<file path="src/design/token_field_splitter_defines.svh">
// Assertion helpers used by tfs_back.
`ifndef TOKEN_FIELD_SPLITTER_DEFINES_SVH
`define TOKEN_FIELD_SPLITTER_DEFINES_SVH

// Plain property, sampled on clk, off during reset.
`define TFS_ASSERT(lbl, prop, msg) \
  lbl: assert property (@(posedge clk) disable iff (!rst_n) (prop)) else $error(msg);

// Same-cycle implication, sampled on clk, off during reset.
`define TFS_ASSERT_IMP(lbl, ante, cons, msg) \
  lbl: assert property (@(posedge clk) disable iff (!rst_n) (ante) |-> (cons)) else $error(msg);

`endif

</file>
<file path="src/design/tfs_pkg.sv">
package tfs_pkg;

  localparam int MAX_SESSION = 1024;
  localparam int MAC_CHARS   = 64;
  localparam int I64_CHARS   = 20;
  localparam int TOKEN_LIMIT = MAX_SESSION + 1 + I64_CHARS + 1 + MAC_CHARS + 4;
  localparam int CNT_W       = $clog2(TOKEN_LIMIT + 2);
  localparam int SESS_W      = 11;
  localparam int WIDE_W      = CNT_W + SESS_W;
  localparam int EXP_CNT_W   = 5;
  localparam int EXP_W       = 64;
  localparam int PROD_W      = EXP_W + 4;
  localparam int Q_DEPTH     = 2;
  localparam int Q_PTR_W     = $clog2(Q_DEPTH);
  localparam int Q_CNT_W     = $clog2(Q_DEPTH + 1);

  typedef logic [CNT_W-1:0]     cnt_t;
  typedef logic [WIDE_W-1:0]    wide_t;
  typedef logic [SESS_W-1:0]    sess_t;
  typedef logic [EXP_CNT_W-1:0] exp_cnt_t;
  typedef logic [PROD_W-1:0]    prod_t;
  typedef logic [Q_CNT_W-1:0]   q_cnt_t;

  localparam cnt_t     TOKEN_LIMIT_C = cnt_t'(TOKEN_LIMIT);
  localparam cnt_t     MAC_CHARS_C   = cnt_t'(MAC_CHARS);
  localparam wide_t    SESS_MAX_C    = wide_t'((1 << SESS_W) - 1);
  localparam sess_t    CAP_RESET_C   = sess_t'(1024);
  localparam exp_cnt_t EXP_CNT_MAX_C = '1;
  localparam q_cnt_t   Q_DEPTH_C     = q_cnt_t'(Q_DEPTH);
  localparam prod_t    POS_BOUND_C   = prod_t'(64'h7fff_ffff_ffff_ffff);
  localparam prod_t    NEG_BOUND_C   = prod_t'(64'h8000_0000_0000_0000);

  localparam logic [7:0] SEP_BYTE   = 8'h1e;
  localparam logic [7:0] MINUS_BYTE = 8'h2d;
  localparam logic [7:0] ZERO_CHAR  = 8'h30;
  localparam logic [7:0] NINE_CHAR  = 8'h39;

  // Field tags
  localparam logic [1:0] FIELD_SESSION = 2'd0;
  localparam logic [1:0] FIELD_EXPIRY  = 2'd1;
  localparam logic [1:0] FIELD_MAC     = 2'd2;
  localparam logic [1:0] FIELD_OTHER   = 2'd3;

  // Status codes
  localparam logic [2:0] ST_OK         = 3'd0;
  localparam logic [2:0] ST_TOO_LONG   = 3'd1;
  localparam logic [2:0] ST_FIELD_CNT  = 3'd2;
  localparam logic [2:0] ST_MAC_LEN    = 3'd3;
  localparam logic [2:0] ST_BAD_EXPIRY = 3'd4;
  localparam logic [2:0] ST_OVER_CAP   = 3'd5;

  localparam logic [1:0] SEP_TWO = 2'd2;

  typedef struct packed {
    logic too_long;
    logic sep_bad;
    logic mac_bad;
    logic over_cap;
  } tfs_flags_t;

  typedef struct packed {
    logic [7:0] data;
    logic [1:0] tag;
    logic       last;
    tfs_flags_t flags;
    sess_t      sess_len;
  } tfs_entry_t;

endpackage

</file>
<file path="src/design/tfs_front.sv">
module tfs_front (
  input  logic                clk,
  input  logic                rst_n,
  input  logic                cfg_wr_en,
  input  tfs_pkg::sess_t      cfg_wr_data,
  input  logic                in_tvalid,
  output logic                in_tready,
  input  logic [7:0]          in_tdata,
  input  logic                in_tlast,
  input  logic                q_ready,
  output logic                q_push,
  output tfs_pkg::tfs_entry_t q_entry
);

  tfs_pkg::sess_t cap_r;
  logic [1:0]     sep_cnt_r, sep_cnt_nxt;
  tfs_pkg::cnt_t  byte_cnt_r, byte_cnt_nxt;
  tfs_pkg::cnt_t  sess_len_r, sess_len_nxt;
  tfs_pkg::cnt_t  mac_len_r, mac_len_nxt;
  tfs_pkg::wide_t sess_wide;
  logic           is_sep;
  logic           accept;

  assign in_tready = q_ready;
  assign accept    = in_tvalid && q_ready;
  assign q_push    = accept;
  assign is_sep    = (in_tdata == tfs_pkg::SEP_BYTE);

  always_comb begin
    sep_cnt_nxt  = sep_cnt_r;
    sess_len_nxt = sess_len_r;
    mac_len_nxt  = mac_len_r;
    byte_cnt_nxt = byte_cnt_r;
    if (byte_cnt_r <= tfs_pkg::TOKEN_LIMIT_C) begin
      byte_cnt_nxt = byte_cnt_r + tfs_pkg::cnt_t'(1);
    end
    q_entry.tag = tfs_pkg::FIELD_OTHER;
    if (is_sep) begin
      if (sep_cnt_r != 2'd3) begin
        sep_cnt_nxt = sep_cnt_r + 2'd1;
      end
    end else begin
      case (sep_cnt_r)
        2'd0: begin
          q_entry.tag = tfs_pkg::FIELD_SESSION;
          if (sess_len_r <= tfs_pkg::TOKEN_LIMIT_C) begin
            sess_len_nxt = sess_len_r + tfs_pkg::cnt_t'(1);
          end
        end
        2'd1: q_entry.tag = tfs_pkg::FIELD_EXPIRY;
        2'd2: begin
          q_entry.tag = tfs_pkg::FIELD_MAC;
          if (mac_len_r <= tfs_pkg::TOKEN_LIMIT_C) begin
            mac_len_nxt = mac_len_r + tfs_pkg::cnt_t'(1);
          end
        end
        default: q_entry.tag = tfs_pkg::FIELD_OTHER;
      endcase
    end

    sess_wide               = tfs_pkg::wide_t'(sess_len_nxt);
    q_entry.data            = in_tdata;
    q_entry.last            = in_tlast;
    q_entry.flags.too_long  = byte_cnt_nxt > tfs_pkg::TOKEN_LIMIT_C;
    q_entry.flags.sep_bad   = sep_cnt_nxt != tfs_pkg::SEP_TWO;
    q_entry.flags.mac_bad   = mac_len_nxt != tfs_pkg::MAC_CHARS_C;
    q_entry.flags.over_cap  = sess_wide > tfs_pkg::wide_t'(cap_r);
    q_entry.sess_len        = (sess_wide > tfs_pkg::SESS_MAX_C) ? '1
                              : sess_wide[tfs_pkg::SESS_W-1:0];
  end

  always_ff @(posedge clk) begin
    if (!rst_n) begin
      cap_r <= tfs_pkg::CAP_RESET_C;
    end else if (cfg_wr_en) begin
      cap_r <= cfg_wr_data;
    end
  end

  always_ff @(posedge clk) begin
    if (!rst_n) begin
      sep_cnt_r  <= '0;
      byte_cnt_r <= '0;
      sess_len_r <= '0;
      mac_len_r  <= '0;
    end else if (accept) begin
      if (in_tlast) begin
        // start the next token from scratch
        sep_cnt_r  <= '0;
        byte_cnt_r <= '0;
        sess_len_r <= '0;
        mac_len_r  <= '0;
      end else begin
        sep_cnt_r  <= sep_cnt_nxt;
        byte_cnt_r <= byte_cnt_nxt;
        sess_len_r <= sess_len_nxt;
        mac_len_r  <= mac_len_nxt;
      end
    end
  end

endmodule

</file>
<file path="src/design/tfs_queue.sv">
module tfs_queue (
  input  logic                clk,
  input  logic                rst_n,
  input  logic                push,
  input  tfs_pkg::tfs_entry_t push_entry,
  output logic                push_ready,
  input  logic                pop,
  output logic                pop_valid,
  output tfs_pkg::tfs_entry_t pop_entry
);

  tfs_pkg::tfs_entry_t         mem_r [tfs_pkg::Q_DEPTH];
  logic [tfs_pkg::Q_PTR_W-1:0] wr_ptr_r, rd_ptr_r;
  tfs_pkg::q_cnt_t             count_r;
  logic                        do_push, do_pop;

  assign push_ready = count_r != tfs_pkg::Q_DEPTH_C;
  assign pop_valid  = count_r != '0;
  assign pop_entry  = mem_r[rd_ptr_r];
  assign do_push    = push && push_ready;
  assign do_pop     = pop && pop_valid;

  always_ff @(posedge clk) begin
    if (do_push) begin
      mem_r[wr_ptr_r] <= push_entry;
    end
  end

  always_ff @(posedge clk) begin
    if (!rst_n) begin
      wr_ptr_r <= '0;
      rd_ptr_r <= '0;
      count_r  <= '0;
    end else begin
      if (do_push) begin
        wr_ptr_r <= wr_ptr_r + 1'b1;
      end
      if (do_pop) begin
        rd_ptr_r <= rd_ptr_r + 1'b1;
      end
      if (do_push && !do_pop) begin
        count_r <= count_r + tfs_pkg::q_cnt_t'(1);
      end else if (do_pop && !do_push) begin
        count_r <= count_r - tfs_pkg::q_cnt_t'(1);
      end
    end
  end

endmodule

</file>
<file path="src/design/tfs_back.sv">
`include "token_field_splitter_defines.svh"

module tfs_back (
  input  logic                    clk,
  input  logic                    rst_n,
  input  logic                    q_valid,
  input  tfs_pkg::tfs_entry_t     q_entry,
  output logic                    q_pop,
  output logic                    out_valid,
  input  logic                    out_ready,
  output logic [7:0]              out_byte,
  output logic [1:0]              out_field,
  output logic                    out_done,
  output logic [2:0]              out_status,
  output tfs_pkg::sess_t          out_sess_len,
  output logic [tfs_pkg::EXP_W-1:0] out_expiry
);

  logic [tfs_pkg::EXP_W-1:0] acc_r, acc_nxt;
  logic                      neg_r, neg_nxt;
  logic                      bad_r, bad_nxt;
  tfs_pkg::exp_cnt_t         chars_r, chars_nxt;

  logic                      out_valid_r;
  logic [7:0]                out_byte_r;
  logic [1:0]                out_field_r;
  logic                      out_done_r;
  logic [2:0]                out_status_r, status_nxt;
  tfs_pkg::sess_t            out_sess_r;
  logic [tfs_pkg::EXP_W-1:0] out_exp_r, exp_nxt;

  tfs_pkg::prod_t            acc_wide, prod;
  logic                      is_digit;
  logic                      exp_ok;

  assign q_pop = q_valid && (!out_valid_r || out_ready);

  always_comb begin
    acc_wide  = tfs_pkg::prod_t'(acc_r);
    is_digit  = (q_entry.data >= tfs_pkg::ZERO_CHAR) && (q_entry.data <= tfs_pkg::NINE_CHAR);
    // acc * 10 + digit as shift-add
    prod      = (acc_wide << 3) + (acc_wide << 1)
                + tfs_pkg::prod_t'(q_entry.data - tfs_pkg::ZERO_CHAR);
    acc_nxt   = acc_r;
    neg_nxt   = neg_r;
    bad_nxt   = bad_r;
    chars_nxt = chars_r;
    if (q_entry.tag == tfs_pkg::FIELD_EXPIRY) begin
      if (chars_r != tfs_pkg::EXP_CNT_MAX_C) begin
        chars_nxt = chars_r + tfs_pkg::exp_cnt_t'(1);
      end
      if (!bad_r) begin
        if (chars_r == '0 && q_entry.data == tfs_pkg::MINUS_BYTE) begin
          neg_nxt = 1'b1;
        end else if (!is_digit) begin
          bad_nxt = 1'b1;
        end else if (prod > (neg_r ? tfs_pkg::NEG_BOUND_C : tfs_pkg::POS_BOUND_C)) begin
          bad_nxt = 1'b1;
        end else begin
          acc_nxt = prod[tfs_pkg::EXP_W-1:0];
        end
      end
    end
  end

  // An ok token ends in a mac byte, so the expiry state is already final here.
  always_comb begin
    exp_ok = !bad_r && (chars_r != '0) && !(neg_r && chars_r == tfs_pkg::exp_cnt_t'(1));
    if (q_entry.flags.too_long) begin
      status_nxt = tfs_pkg::ST_TOO_LONG;
    end else if (q_entry.flags.sep_bad) begin
      status_nxt = tfs_pkg::ST_FIELD_CNT;
    end else if (q_entry.flags.mac_bad) begin
      status_nxt = tfs_pkg::ST_MAC_LEN;
    end else if (!exp_ok) begin
      status_nxt = tfs_pkg::ST_BAD_EXPIRY;
    end else if (q_entry.flags.over_cap) begin
      status_nxt = tfs_pkg::ST_OVER_CAP;
    end else begin
      status_nxt = tfs_pkg::ST_OK;
    end
    exp_nxt = '0;
    if (status_nxt == tfs_pkg::ST_OK) begin
      exp_nxt = neg_r ? (~acc_r + 1'b1) : acc_r;
    end
  end

  always_ff @(posedge clk) begin
    if (!rst_n) begin
      acc_r   <= '0;
      neg_r   <= 1'b0;
      bad_r   <= 1'b0;
      chars_r <= '0;
    end else if (q_pop) begin
      if (q_entry.last) begin
        acc_r   <= '0;
        neg_r   <= 1'b0;
        bad_r   <= 1'b0;
        chars_r <= '0;
      end else begin
        acc_r   <= acc_nxt;
        neg_r   <= neg_nxt;
        bad_r   <= bad_nxt;
        chars_r <= chars_nxt;
      end
    end
  end

  always_ff @(posedge clk) begin
    if (!rst_n) begin
      out_valid_r <= 1'b0;
    end else if (q_pop) begin
      out_valid_r <= 1'b1;
    end else if (out_ready) begin
      out_valid_r <= 1'b0;
    end
  end

  always_ff @(posedge clk) begin
    if (q_pop) begin
      out_byte_r   <= q_entry.data;
      out_field_r  <= q_entry.tag;
      out_done_r   <= q_entry.last;
      out_status_r <= q_entry.last ? status_nxt : tfs_pkg::ST_OK;
      out_sess_r   <= q_entry.last ? q_entry.sess_len : '0;
      out_exp_r    <= q_entry.last ? exp_nxt : '0;
    end
  end

  assign out_valid    = out_valid_r;
  assign out_byte     = out_byte_r;
  assign out_field    = out_field_r;
  assign out_done     = out_done_r;
  assign out_status   = out_status_r;
  assign out_sess_len = out_sess_r;
  assign out_expiry   = out_exp_r;

  `TFS_ASSERT_IMP(a_status_only_on_done, out_valid_r && !out_done_r, out_status_r == tfs_pkg::ST_OK && out_sess_r == '0, "summary fields set on a non-final request")
  `TFS_ASSERT_IMP(a_expiry_zero_on_error, out_valid_r && out_status_r != tfs_pkg::ST_OK, out_exp_r == '0, "expiry reported with an error status")
  `TFS_ASSERT_IMP(a_idle_parser_clear, chars_r == '0, acc_r == '0 && !neg_r && !bad_r, "expiry parser state without expiry bytes")
  `TFS_ASSERT(a_no_pop_when_empty, !(q_pop && !q_valid), "pop from empty queue")

endmodule

</file>
<file path="src/design/token_field_splitter.sv">
// channel  | direction | tdata (low bit up)                          | tuser      | tlast
// in_      | to block  | data_byte[7:0]                               | -          | last_byte
// out_     | from block| byte_out, status, session_len, expiry_value  | byte_field | done_res
// cfg_     | to block  | session_cap on cfg_wr_data when cfg_wr_en    | -          | -
//
// One byte per cycle sustained while out_tready is high; an accepted byte is written to
// a two-entry queue (front classifier), then via the expiry parser into the output register.
// The expiry parser does one shift-add and bound compare per byte.
// rst_n is synchronous, active low; session_cap returns to 1024 and token state clears.
// in_tready drops only when the queue is full, i.e. after out_tready has been low.
module token_field_splitter (
  input  logic        clk,
  input  logic        rst_n,
  input  logic        cfg_wr_en,
  input  logic [10:0] cfg_wr_data,
  input  logic        in_tvalid,
  output logic        in_tready,
  input  logic [7:0]  in_tdata,   // data_byte[7:0]
  input  logic        in_tlast,
  output logic        out_tvalid,
  input  logic        out_tready,
  output logic [87:0] out_tdata,  // byte_out[7:0], status[10:8], session_len[21:11],
                                  // expiry_value[85:22], zero[87:86]
  output logic [1:0]  out_tuser,  // byte_field[1:0]
  output logic        out_tlast
);

  tfs_pkg::tfs_entry_t       push_entry, pop_entry;
  logic                      push, push_ready, pop, pop_valid;
  logic [7:0]                out_byte;
  logic [2:0]                out_status;
  tfs_pkg::sess_t            out_sess_len;
  logic [tfs_pkg::EXP_W-1:0] out_expiry;

  tfs_front u_front (
    .clk         (clk),
    .rst_n       (rst_n),
    .cfg_wr_en   (cfg_wr_en),
    .cfg_wr_data (cfg_wr_data),
    .in_tvalid   (in_tvalid),
    .in_tready   (in_tready),
    .in_tdata    (in_tdata),
    .in_tlast    (in_tlast),
    .q_ready     (push_ready),
    .q_push      (push),
    .q_entry     (push_entry)
  );

  tfs_queue u_queue (
    .clk        (clk),
    .rst_n      (rst_n),
    .push       (push),
    .push_entry (push_entry),
    .push_ready (push_ready),
    .pop        (pop),
    .pop_valid  (pop_valid),
    .pop_entry  (pop_entry)
  );

  tfs_back u_back (
    .clk          (clk),
    .rst_n        (rst_n),
    .q_valid      (pop_valid),
    .q_entry      (pop_entry),
    .q_pop        (pop),
    .out_valid    (out_tvalid),
    .out_ready    (out_tready),
    .out_byte     (out_byte),
    .out_field    (out_tuser),
    .out_done     (out_tlast),
    .out_status   (out_status),
    .out_sess_len (out_sess_len),
    .out_expiry   (out_expiry)
  );

  assign out_tdata = {2'b00, out_expiry, out_sess_len, out_status, out_byte};

endmodule

</file>
<file path="config.mk">
export PLATFORM = sky130hd
export DESIGN_NAME = token_field_splitter
export DESIGN_NICKNAME = d
export VERILOG_FILES = /design/src/design/tfs_pkg.sv /design/src/design/tfs_front.sv /design/src/design/tfs_queue.sv /design/src/design/tfs_back.sv /design/src/design/token_field_splitter.sv
export VERILOG_INCLUDE_DIRS = /design/src /design/src/design
export SDC_FILE = /design/constraint.sdc
export NUM_CORES = 1
export LEC_CHECK = 0
export BUFFER_PORTS_ARGS = -buffer_cell sky130_fd_sc_hd__buf_4
export CORE_MARGIN = 3
export CORE_UTILIZATION = 60
export DETAILED_ROUTE_END_ITERATION = 16
export PLACE_DENSITY = 0.79
export SYNTH_ARGS = -nofsm -noshare
export SYNTH_HDL_FRONTEND = slang
export SYNTH_SLANG_ARGS = --single-unit
</file>
<file path="constraint.sdc">
create_clock -name clk -period 32.1 [get_ports clk]
set_input_delay 3.21 -clock clk [delete_from_list [all_inputs] [get_ports clk]]
set_output_delay 3.21 -clock clk [all_outputs]
set_load 0.02 [all_outputs]
</file>
==> results of run 1 <==
final timing paths:
path	start	endpoint	slack [ns]	depth (start not counted)
setup / recovery	flop	u_back.acc_r[61]	22.92	28
hold / removal	u_back.acc_r[4]	u_back.acc_r[4]	0.51	2
setup reg to reg	flop	u_back.acc_r[61]	22.92	28
hold reg to reg	u_back.acc_r[4]	u_back.acc_r[4]	0.51	2
worst max-delay path, delay by kind of cell, from the launching register on:
kind,cells,cell delay (ns)
AOI/OAI and AO/OA,9,2.35
buffers and inverters,4,1.89
DFF,1,0.31
adders and majority gates,4,1.52
muxes,2,0.64
and+or+nand+nor,9,2.33
cells by family (layout without fill, tap and decap cells):
kind of cell    count (synthesis)  count (layout)
mux                            40              40
xor+xnor                      132             132
other cells                     1               2
flops                         264             264
buf+inv                       162             251
compound gates                565             565
fa+ha+maj                     221             221
simple gates                  714             714
synth_stat cells (all sizes together), types with 8 or more instances:
library cell  count  area [µm²]
fa               63        1261
dfxtp           123        2462
nand2b           12       75.07
nor3             41       227.7
o21bai            8       60.06
a22oi            17       127.6
a21oi           144       728.2
o21ai           201        1055
nand2           190       720.7
ha              158        1977
xor2             76       665.6
a2111oi           8       95.09
edfxtp          141        4234
mux2i            32       320.3
o21a             22       165.2
nand4            47       300.3
o211ai           19       142.6
nor4             18       157.7
and3             24       150.1
o31ai            21       176.4
a21o             28       210.2
a21boi           11       82.57
clkbuf           57       216.5
mux2              8       90.09
nand3           100       555.5
buf              38       254.0
a211oi           14       105.1
a31oi            17       106.4
inv              67       251.5
o41ai            12       161.4
xnor2            56       490.5
or4               8       63.81
and2             23       143.9
or3              17       111.4
nor2b            44       275.3
and4             10       87.58
nor2            162       610.6
registers in the layout, summed over array words and instances (netlist names), named ones only:
register and flops:
u_back.out_sess_len 11, u_front.mac_len_r 11, u_front.sep_cnt_r 2, u_back.neg_r 1, u_back.out_status 3, u_front.byte_cnt_r 11
u_back.bad_r 1, u_back.chars_r 5, u_front.cap_r 11, u_queue.wr_ptr_r 1, u_queue.count_r 2, u_front.sess_len_r 11
u_back.out_byte 8, u_back.acc_r 64, u_back.out_done 1, u_queue.mem_r 52, u_back.out_field 2, u_back.out_expiry 64
u_queue.rd_ptr_r 1, u_back.out_valid 1
report_power, final:
part / total [mW] / internal [mW] / leakage (nW) / switching, mW
logic: 0.457 / 0.158 / 6.09 / 0.299
clock network: 0.351 / 0.206 / 0.491 / 0.145
registers: 0.461 / 0.436 / 2.35 / 0.0255
through the flow:
stage / total power, mW / worst slack [ns]
2_1_floorplan: 0.7660 / 21.58
3_3_place_gp: 0.9108 / 23.35
3_5_place_dp: 0.9226 / 23.11
4_1_cts: 1.275 / 22.99
5_1_grt: 1.333 / 22.39
6_report: 1.269 / 22.92
metal layers:
layer / routed length (µm) / share of wire [%] / up-vias / track usage [%]
met3: 2704 / 5.4 / 120 / 3.776
li1: - / - / 7854 / -
met1: 21620 / 43 / 7894 / 37.22
met2: 23920 / 48 / 523 / 48.38
met5: 0 / 0 / - / 0
met4: 1721 / 3.4 / 0 / 9.770
area by class of cell:
type	count	area (µm²)	share of cell area [%]
clock inverters	14	181.4	0.8397
flip-flops and latches	264	6700	31.01
multi-input cells	1674	12130	56.12
inverters	67	251.5	1.164
clock buffers	40	827.0	3.828
repair buffers	130	975.9	4.517
well taps	435	544.3	2.519
==> flow_metrics.py, run 1 <==
metrics = {
    "clocking": {
        "h-tree-depth": 1,
        "cts_buffer_depth": 3,
        "clock_latency_ns": 0.58,
        "cts_resized": 0,
        "root_buffer": "clkbuf_16",
        "cts.sinks": 264,
        "cts-buffers-inserted": 29,
        "post_cts_buffers": 0,
        "cts_tree": "yes",
        "ctsHoldBuffers": 0,
        "path_clk_slew_ns": 0.06,
    },
    "routing": {
        "first_pass_iters": 5,
        "vias": 16390,
        "via_per_inst": 6.247,
        "drt-initial-drc-count": 1256,
        "drc_errors": 0,
        "drt_wl_total_mm": 49.96,
        "drt-wirelength-per-cell_um": 19.04,
        "ant_nets": 0,
    },
    "final_layout": {
        "antenna_cells": 0,
        "fillCellCount": 2570,
        "area_growth_pct": 10.75,
        "layout_common_cells": "nand2_1 (187), nor2_1 (158), ha_1 (158)",
        "fin_nets": 2412,
        "final_common_cell": "nand2_1",
        "drive_gt1_share_pct": 11.42,
        "fin_area_mm2": 0.02161,
        "instances_no_fill": 2624,
        "fin_util_pct": 67.94,
    },
    "floorplan": {
        "die_x_um": 186.3,
        "io_pins": 118,
        "die-area_mm2": 0.03471,
        "design.core.area_mm2": 0.03180,
        "row_count": 65,
        "die_h_um": 186.3,
        "start_util_pct": 61.35,
    },
    "synth": {
        "avgSynthCellArea_um2": 9.294,
        "synthFlopType": "edfxtp_1",
        "synth-edff-count": 141,
        "ys_seq_area_share_pct": 34.33,
        "synthSimpleGateAreaFrac_pct": 18.73,
        "ys_ff_latch": 264,
        "synth_mux_area_share_pct": 2.104,
        "yosys.area_share.adder_pct": 16.60,
        "async_reset_ff_share_pct": 0,
        "synthXorXnorAreaFrac_pct": 5.926,
        "synth_top_family_by_area": "simple AND/OR/NAND/NOR gates",
        "synth_compound_area_share_pct": 18.59,
        "ys_types": 95,
        "synthCells": 2099,
        "synth_warnings": 0,
        "netlist_area_mm2": 0.01951,
    },
    "sta": {
        "relSlewSlack_pct": 24.19,
        "fin_skew_ns": 0.01786,
        "finalMaxSlewViolations": 0,
        "setup_violations": 0,
        "hold_viol": 0,
        "rsz0062_at_grt": "false",
        "clock.fmax_mhz": 108.9,
        "tightest_slew_ns": 1.137,
        "fin_hold_ws_ns": 0.5091,
        "min_period_ns": 9.181,
        "finalCritPeriodShare_pct": 28.60,
        "tns_ns": 0,
    },
    "pwr": {
        "p_leak_nw": 8.933,
        "irDropWorstVdd_v": 0.00004999,
        "powerDensity_mw_per_mm2": 58.72,
    },
    "global_route": {
        "antenna_found_initial": 0,
        "grt_pass1_vias": 16170,
        "grt_use_total_pct": 28.29,
        "grt_max_degree": 101,
        "grt_pass1_wl_mm": 82.66,
        "overflow": 0,
    },
    "worst_setup_path": {
        "end_kind": "flop",
        "arrival_ns": 9.68,
        "startpoint_type": "flop",
        "crit_slowest_cell": "buf_4",
        "critPathMaxStageDelay_ns": 0.72,
        "critical_path_class": "flop to flop",
        "path_max_fanout": 60,
        "crit_required_ns": 32.60,
    },
    "placed_design": {
        "dpl-instance-area_mm2": 0.02060,
        "io_buffer_count": 115,
        "dpl.hpwl_mm": 36.51,
        "dp.cells": 2570,
        "gp_congestion": 0.9869,
    },
    "worst_hold_path": {
        "hold_path_class": "flop to flop",
    },
    "job": {
        "cap_violations": 0,
    },
    "run_status": {
        "status": "completed",
    },
}
(Power assumes the default switching activity.)
==> run 2, diff against run 1 <==
--- a/config.mk
+++ b/config.mk
@@ -8,9 +8,9 @@
 export LEC_CHECK = 0
 export BUFFER_PORTS_ARGS = -buffer_cell sky130_fd_sc_hd__buf_4
 export CORE_MARGIN = 3
-export CORE_UTILIZATION = 60
+export CORE_UTILIZATION = 57
 export DETAILED_ROUTE_END_ITERATION = 16
-export PLACE_DENSITY = 0.79
+export PLACE_DENSITY = 0.78
 export SYNTH_ARGS = -nofsm -noshare
 export SYNTH_HDL_FRONTEND = slang
 export SYNTH_SLANG_ARGS = --single-unit
==> constraint.sdc (replaced) <==
create_clock -name clk -period 7.85 [get_ports clk]
set_input_delay 0.785 -clock clk [delete_from_list [all_inputs] [get_ports clk]]
set_output_delay 0.785 -clock clk [all_outputs]
set_load 0.02 [all_outputs]
==> flow_metrics.py, run 2 (synthesis gave the netlist of run 1 again) <==
metrics = {
    "final_layout": {
        "instances_no_fill": 2653,
        "seqCellArea_mm2": 0.006701,
        "antenna_cells": 0,
        "drive_gt1_share_pct": 11.97,
        "area_growth_pct": 11.80,
        "fin_nets": 2428,
        "multiInputGateArea_mm2": 0.01214,
        "fillCellCount": 2699,
        "layout_common_cells": "nand2_1 (187), nor2_1 (158), ha_1 (158)",
        "final_common_cell": "nand2_1",
        "fin_util_pct": 64.88,
        "fin_area_mm2": 0.02181,
    },
    "sta": {
        "hold_viol": 0,
        "rsz0062_at_grt": "false",
        "tightest_slew_ns": 1.031,
        "finalMaxSlewViolations": 0,
        "relSlewSlack_pct": 31.02,
        "fin_hold_ws_ns": 0.4142,
        "clock.fmax_mhz": 134.8,
        "setup_ws_ns": 0.4294,
        "setup_violations": 0,
        "fin_skew_ns": 0.01015,
        "finalCritPeriodShare_pct": 94.53,
        "min_period_ns": 7.421,
        "tns_ns": 0,
    },
    "worst_setup_path": {
        "critical_path.top_delay_family": "compound AO/OA/AOI/OAI gates",
        "crit_required_ns": 8.30,
        "crit_slowest_cell": "dfxtp_2",
        "arrival_ns": 7.87,
        "critical_path_class": "flop to flop",
        "path_buf_inv": 4,
        "end_kind": "flop",
        "startpoint_type": "flop",
        "critPathMaxStageDelay_ns": 0.42,
        "path_max_fanout": 17,
    },
    "clocking": {
        "h-tree-depth": 1,
        "cts-buffers-inserted": 29,
        "path_clk_slew_ns": 0.06,
        "cts_tree": "yes",
        "cts.sinks": 264,
        "cts_buffer_depth": 3,
        "root_buffer": "clkbuf_16",
        "clock_latency_ns": 0.57,
    },
    "routing": {
        "drt-initial-drc-count": 1271,
        "met1_length_mm": 21.25,
        "ant_nets": 0,
        "drt_wl_total_mm": 49.25,
        "wl_met2_mm": 23.86,
        "drc_errors": 0,
        "dr_wl_met3_mm": 2.884,
        "via_per_inst": 6.147,
        "drt-wirelength-per-cell_um": 18.56,
        "first_pass_iters": 5,
        "vias": 16310,
        "highest_layer": "met4",
    },
    "floorplan": {
        "die_x_um": 191,
        "die-area_mm2": 0.03648,
        "design.core.area_mm2": 0.03362,
        "start_util_pct": 58.03,
        "io_pins": 118,
        "die_h_um": 191,
        "row_count": 67,
    },
    "run_status": {
        "status": "completed",
    },
    "placed_design": {
        "dpl.hpwl_mm": 36.25,
        "io_buffer_count": 115,
        "dp.cells": 2591,
        "dpl-instance-area_mm2": 0.02072,
        "place_ws_ns": 0.1597,
        "gp_congestion": 0.9444,
    },
    "worst_hold_path": {
        "hold_path_class": "input port to flop",
    },
    "pwr": {
        "irDropWorstVdd_v": 0.0002661,
        "finalPower_mw": 5.213,
        "powerDensity_mw_per_mm2": 239.0,
        "p_leak_nw": 9.022,
    },
    "global_route": {
        "antenna_found_initial": 0,
        "grt_max_degree": 70,
        "grt_pass1_vias": 15790,
        "grt_use_total_pct": 26.81,
        "grt_pass1_wl_mm": 80.73,
        "overflow": 0,
    },
    "job": {
        "cap_violations": 0,
    },
}
## run 2: cell types whose count changed in the layout (fill, tap and decap cells not counted), sizes merged
cell / previous run / this run
buf: 130 / 146
bufinv: 3 / 5
inv: 70 / 68
clkinv: 6 / 12
clkbuf: 40 / 34
## run 2: layer usage
| layer | track usage [%] | vias to the layer above |
|---|---|---|
| li1 | - | 7879 |
| met1 | 35.76 | 7820 |
| met2 | 46.04 | 524 |
| met3 | 3.246 | 84 |
| met4 | 7.734 | 0 |
| met5 | 0 | - |
## run 2: worst register-to-register path, delay by kind of cell, from the launching register on
family / cells / cell delay [ns]
multiplexers: 1 / 0.28
flip-flops: 1 / 0.42
AND/OR/NAND/NOR: 8 / 1.90
buffers and inverters: 4 / 0.77
AO/OA/AOI/OAI: 12 / 2.52
adder cells (fa/ha/maj): 4 / 1.43
## run 2: power by group
part	switching, mW	internal (mW)	leakage, nW	total [mW]
logic	1.23	0.676	6.19	1.90
clock network	0.575	0.851	0.478	1.43
registers	0.101	1.78	2.35	1.88
## run 2: repair_timing
action | 4_1_cts | 5_1_grt
setup buffers | 0 | 8
hold endpoints to repair | 0 | 0
gates resized for setup | 0 | 6
hold buffers | 0 | 0
endpoints found under the setup margin | 0 | 65
## run 2: worst paths after layout
path / to / cells after the start / slack [ns] / start
setup reg to reg: u_back.acc_r[56] / 29 / 0.43 / flop
setup / recovery: u_back.acc_r[56] / 29 / 0.43 / flop
hold / removal: u_queue.mem_r[0][21] / 1 / 0.41 / in_tdata[3]
hold reg to reg: u_back.acc_r[4] / 2 / 0.51 / u_back.acc_r[4]
## run 2: area by class of cell
cell class	count	share of cell area (%)
Multi-Input combinational cell	1674	55.67
Sequential cell	264	30.73
Timing Repair Buffer	146	5.329
Clock buffer	34	3.459
Tap cell	448	2.570
Inverter	67	1.153
Clock inverter	20	1.090
==> run 3, diff against run 2 <==
--- a/config.mk
+++ b/config.mk
@@ -11,6 +11,7 @@
 export CORE_UTILIZATION = 57
 export DETAILED_ROUTE_END_ITERATION = 16
 export PLACE_DENSITY = 0.78
+export REMOVE_ABC_BUFFERS = 1
 export SYNTH_ARGS = -nofsm -noshare
 export SYNTH_HDL_FRONTEND = slang
 export SYNTH_SLANG_ARGS = --single-unit
==> flow_metrics.py, run 3 (synthesis gave the netlist of run 1 again) <==
metrics = {
    "routing": {
        "ant_nets": 0,
        "via_per_inst": 6.178,
        "drt-initial-drc-count": 1119,
        "drc_errors": 0,
        "first_pass_iters": 6,
        "drt_wl_total_mm": 50.27,
        "vias": 16380,
        "drt-wirelength-per-cell_um": 18.96,
    },
    "sta": {
        "fin_skew_ns": 0.04888,
        "finalCritPeriodShare_pct": 94.58,
        "setup_ws_ns": 0.4258,
        "relSlewSlack_pct": 26.38,
        "min_period_ns": 7.424,
        "fin_hold_ws_ns": 0.3802,
        "clock.fmax_mhz": 134.7,
        "setup_violations": 0,
        "tightest_slew_ns": 1.098,
        "hold_viol": 0,
        "finalMaxSlewViolations": 0,
    },
    "worst_setup_path": {
        "end_kind": "flop",
        "arrival_ns": 7.85,
        "critical_path_class": "flop to flop",
        "critPathMaxStageDelay_ns": 0.49,
        "path_max_fanout": 41,
        "crit_top_cell": "o211ai_1",
        "crit_slowest_cell": "fa_1",
        "crit_required_ns": 8.28,
        "startpoint_type": "flop",
    },
    "clocking": {
        "clock_latency_ns": 0.60,
        "root_buffer": "clkbuf_16",
        "cts.sinks": 264,
        "cts-buffers-inserted": 30,
        "path_clk_slew_ns": 0.06,
        "h-tree-depth": 1,
        "cts_buffer_depth": 3,
        "ctsHoldBuffers": 0,
        "cts_tree": "yes",
    },
    "floorplan": {
        "die-area_mm2": 0.03648,
        "die_x_um": 191,
        "io_pins": 118,
        "die_h_um": 191,
        "design.core.area_mm2": 0.03362,
        "row_count": 67,
        "start_util_pct": 58.03,
    },
    "global_route": {
        "grt_use_total_pct": 27.22,
        "overflow": 0,
        "antenna_found_initial": 0,
        "grt_max_degree": 72,
        "grt_pass1_vias": 15810,
        "grt_pass1_wl_mm": 81.50,
    },
    "final_layout": {
        "drive_gt1_share_pct": 11.98,
        "instances_no_fill": 2652,
        "fillCellCount": 2745,
        "seqCellArea_mm2": 0.006700,
        "final_common_cell": "nand2_1",
        "fin_nets": 2427,
        "antenna_cells": 0,
        "multiInputGateArea_mm2": 0.01220,
        "area_growth_pct": 11.67,
        "layout_common_cells": "nand2_1 (187), nor2_1 (158), ha_1 (158)",
        "fin_area_mm2": 0.02179,
    },
    "run_status": {
        "status": "completed",
    },
    "placed_design": {
        "gp_congestion": 0.9816,
        "dpl-instance-area_mm2": 0.02068,
        "dpl.hpwl_mm": 36.91,
        "io_buffer_count": 115,
        "dp.cells": 2590,
        "place_ws_ns": -0.2713,
    },
    "pwr": {
        "irDropWorstVdd_v": 0.0002212,
        "p_leak_nw": 9.007,
        "powerDensity_mw_per_mm2": 237.4,
    },
    "worst_hold_path": {
        "hold_path_class": "input port to flop",
    },
    "job": {
        "cap_violations": 0,
    },
}
[run 3: path summary, 6_finish.rpt]
path                     endpoint            start  cells past startpoint  slack, ns
min          u_queue.mem_r[0][18]      in_tdata[0]                      1       0.38
min reg2reg       u_back.acc_r[3]  u_back.acc_r[3]                      2       0.50
max reg2reg      u_back.acc_r[28]             flop                     29       0.43
max              u_back.acc_r[28]             flop                     29       0.43
[run 3: cell type report]
cell class	count	share of cell area (%)
clock buffers	43	3.716
repair buffers	143	5.186
well taps	448	2.573
multi-input cells	1675	55.98
flip-flops and latches	264	30.75
inverters	67	1.154
clock inverters	12	0.6375
[run 3: power breakdown]
group	switching [mW]	internal, mW
Combinational	1.25	0.678
Clock	0.579	0.783
Sequential	0.0999	1.78
Total	1.93	3.24
[run 3: stage by stage]
| step | utilization [%] | total power [mW] | TNS, ns |
|---|---|---|---|
| 2_1_floorplan | - | 3.093 | -323.29 |
| 4_1_cts | 64.50 | 5.186 | 0 |
| 3_5_place_dp | 61.51 | 3.786 | -8.358 |
| 6_report | 64.81 | 5.172 | 0 |
| 5_1_grt | 64.81 | 5.426 | -0.1458 |
| 3_3_place_gp | 61.51 | 3.745 | 0 |
[run 3: what timing repair did]
| action | CTS | global route |
|---|---|---|
| endpoints found under the setup margin | 65 | 65 |
| setup buffers | 2 | 4 |
| gates cloned | 1 | 0 |
| gates resized for setup | 2 | 15 |
| pin swaps | 1 | 2 |
[run 3: routing by layer]
layer / routed length [µm] / up-vias / track usage [%] / part of all wire [%]
li1: - / 7864 / - / -
met1: 21410 / 7888 / 35.72 / 43
met2: 24170 / 527 / 46.66 / 48
met3: 3106 / 105 / 3.888 / 6.2
met4: 1580 / 0 / 8.496 / 3.1
met5: 0 / - / 0 / 0
[run 3: worst max-delay path: cells and delay by family, from the launching register on]
kind	cells	cell delay (ns)
XOR/XNOR	2	0.55
multiplexers	1	0.31
adder cells (fa/ha/maj)	4	1.41
flip-flops	1	0.47
AND/OR/NAND/NOR	8	1.85
buffers and inverters	5	0.90
AO/OA/AOI/OAI	9	1.74
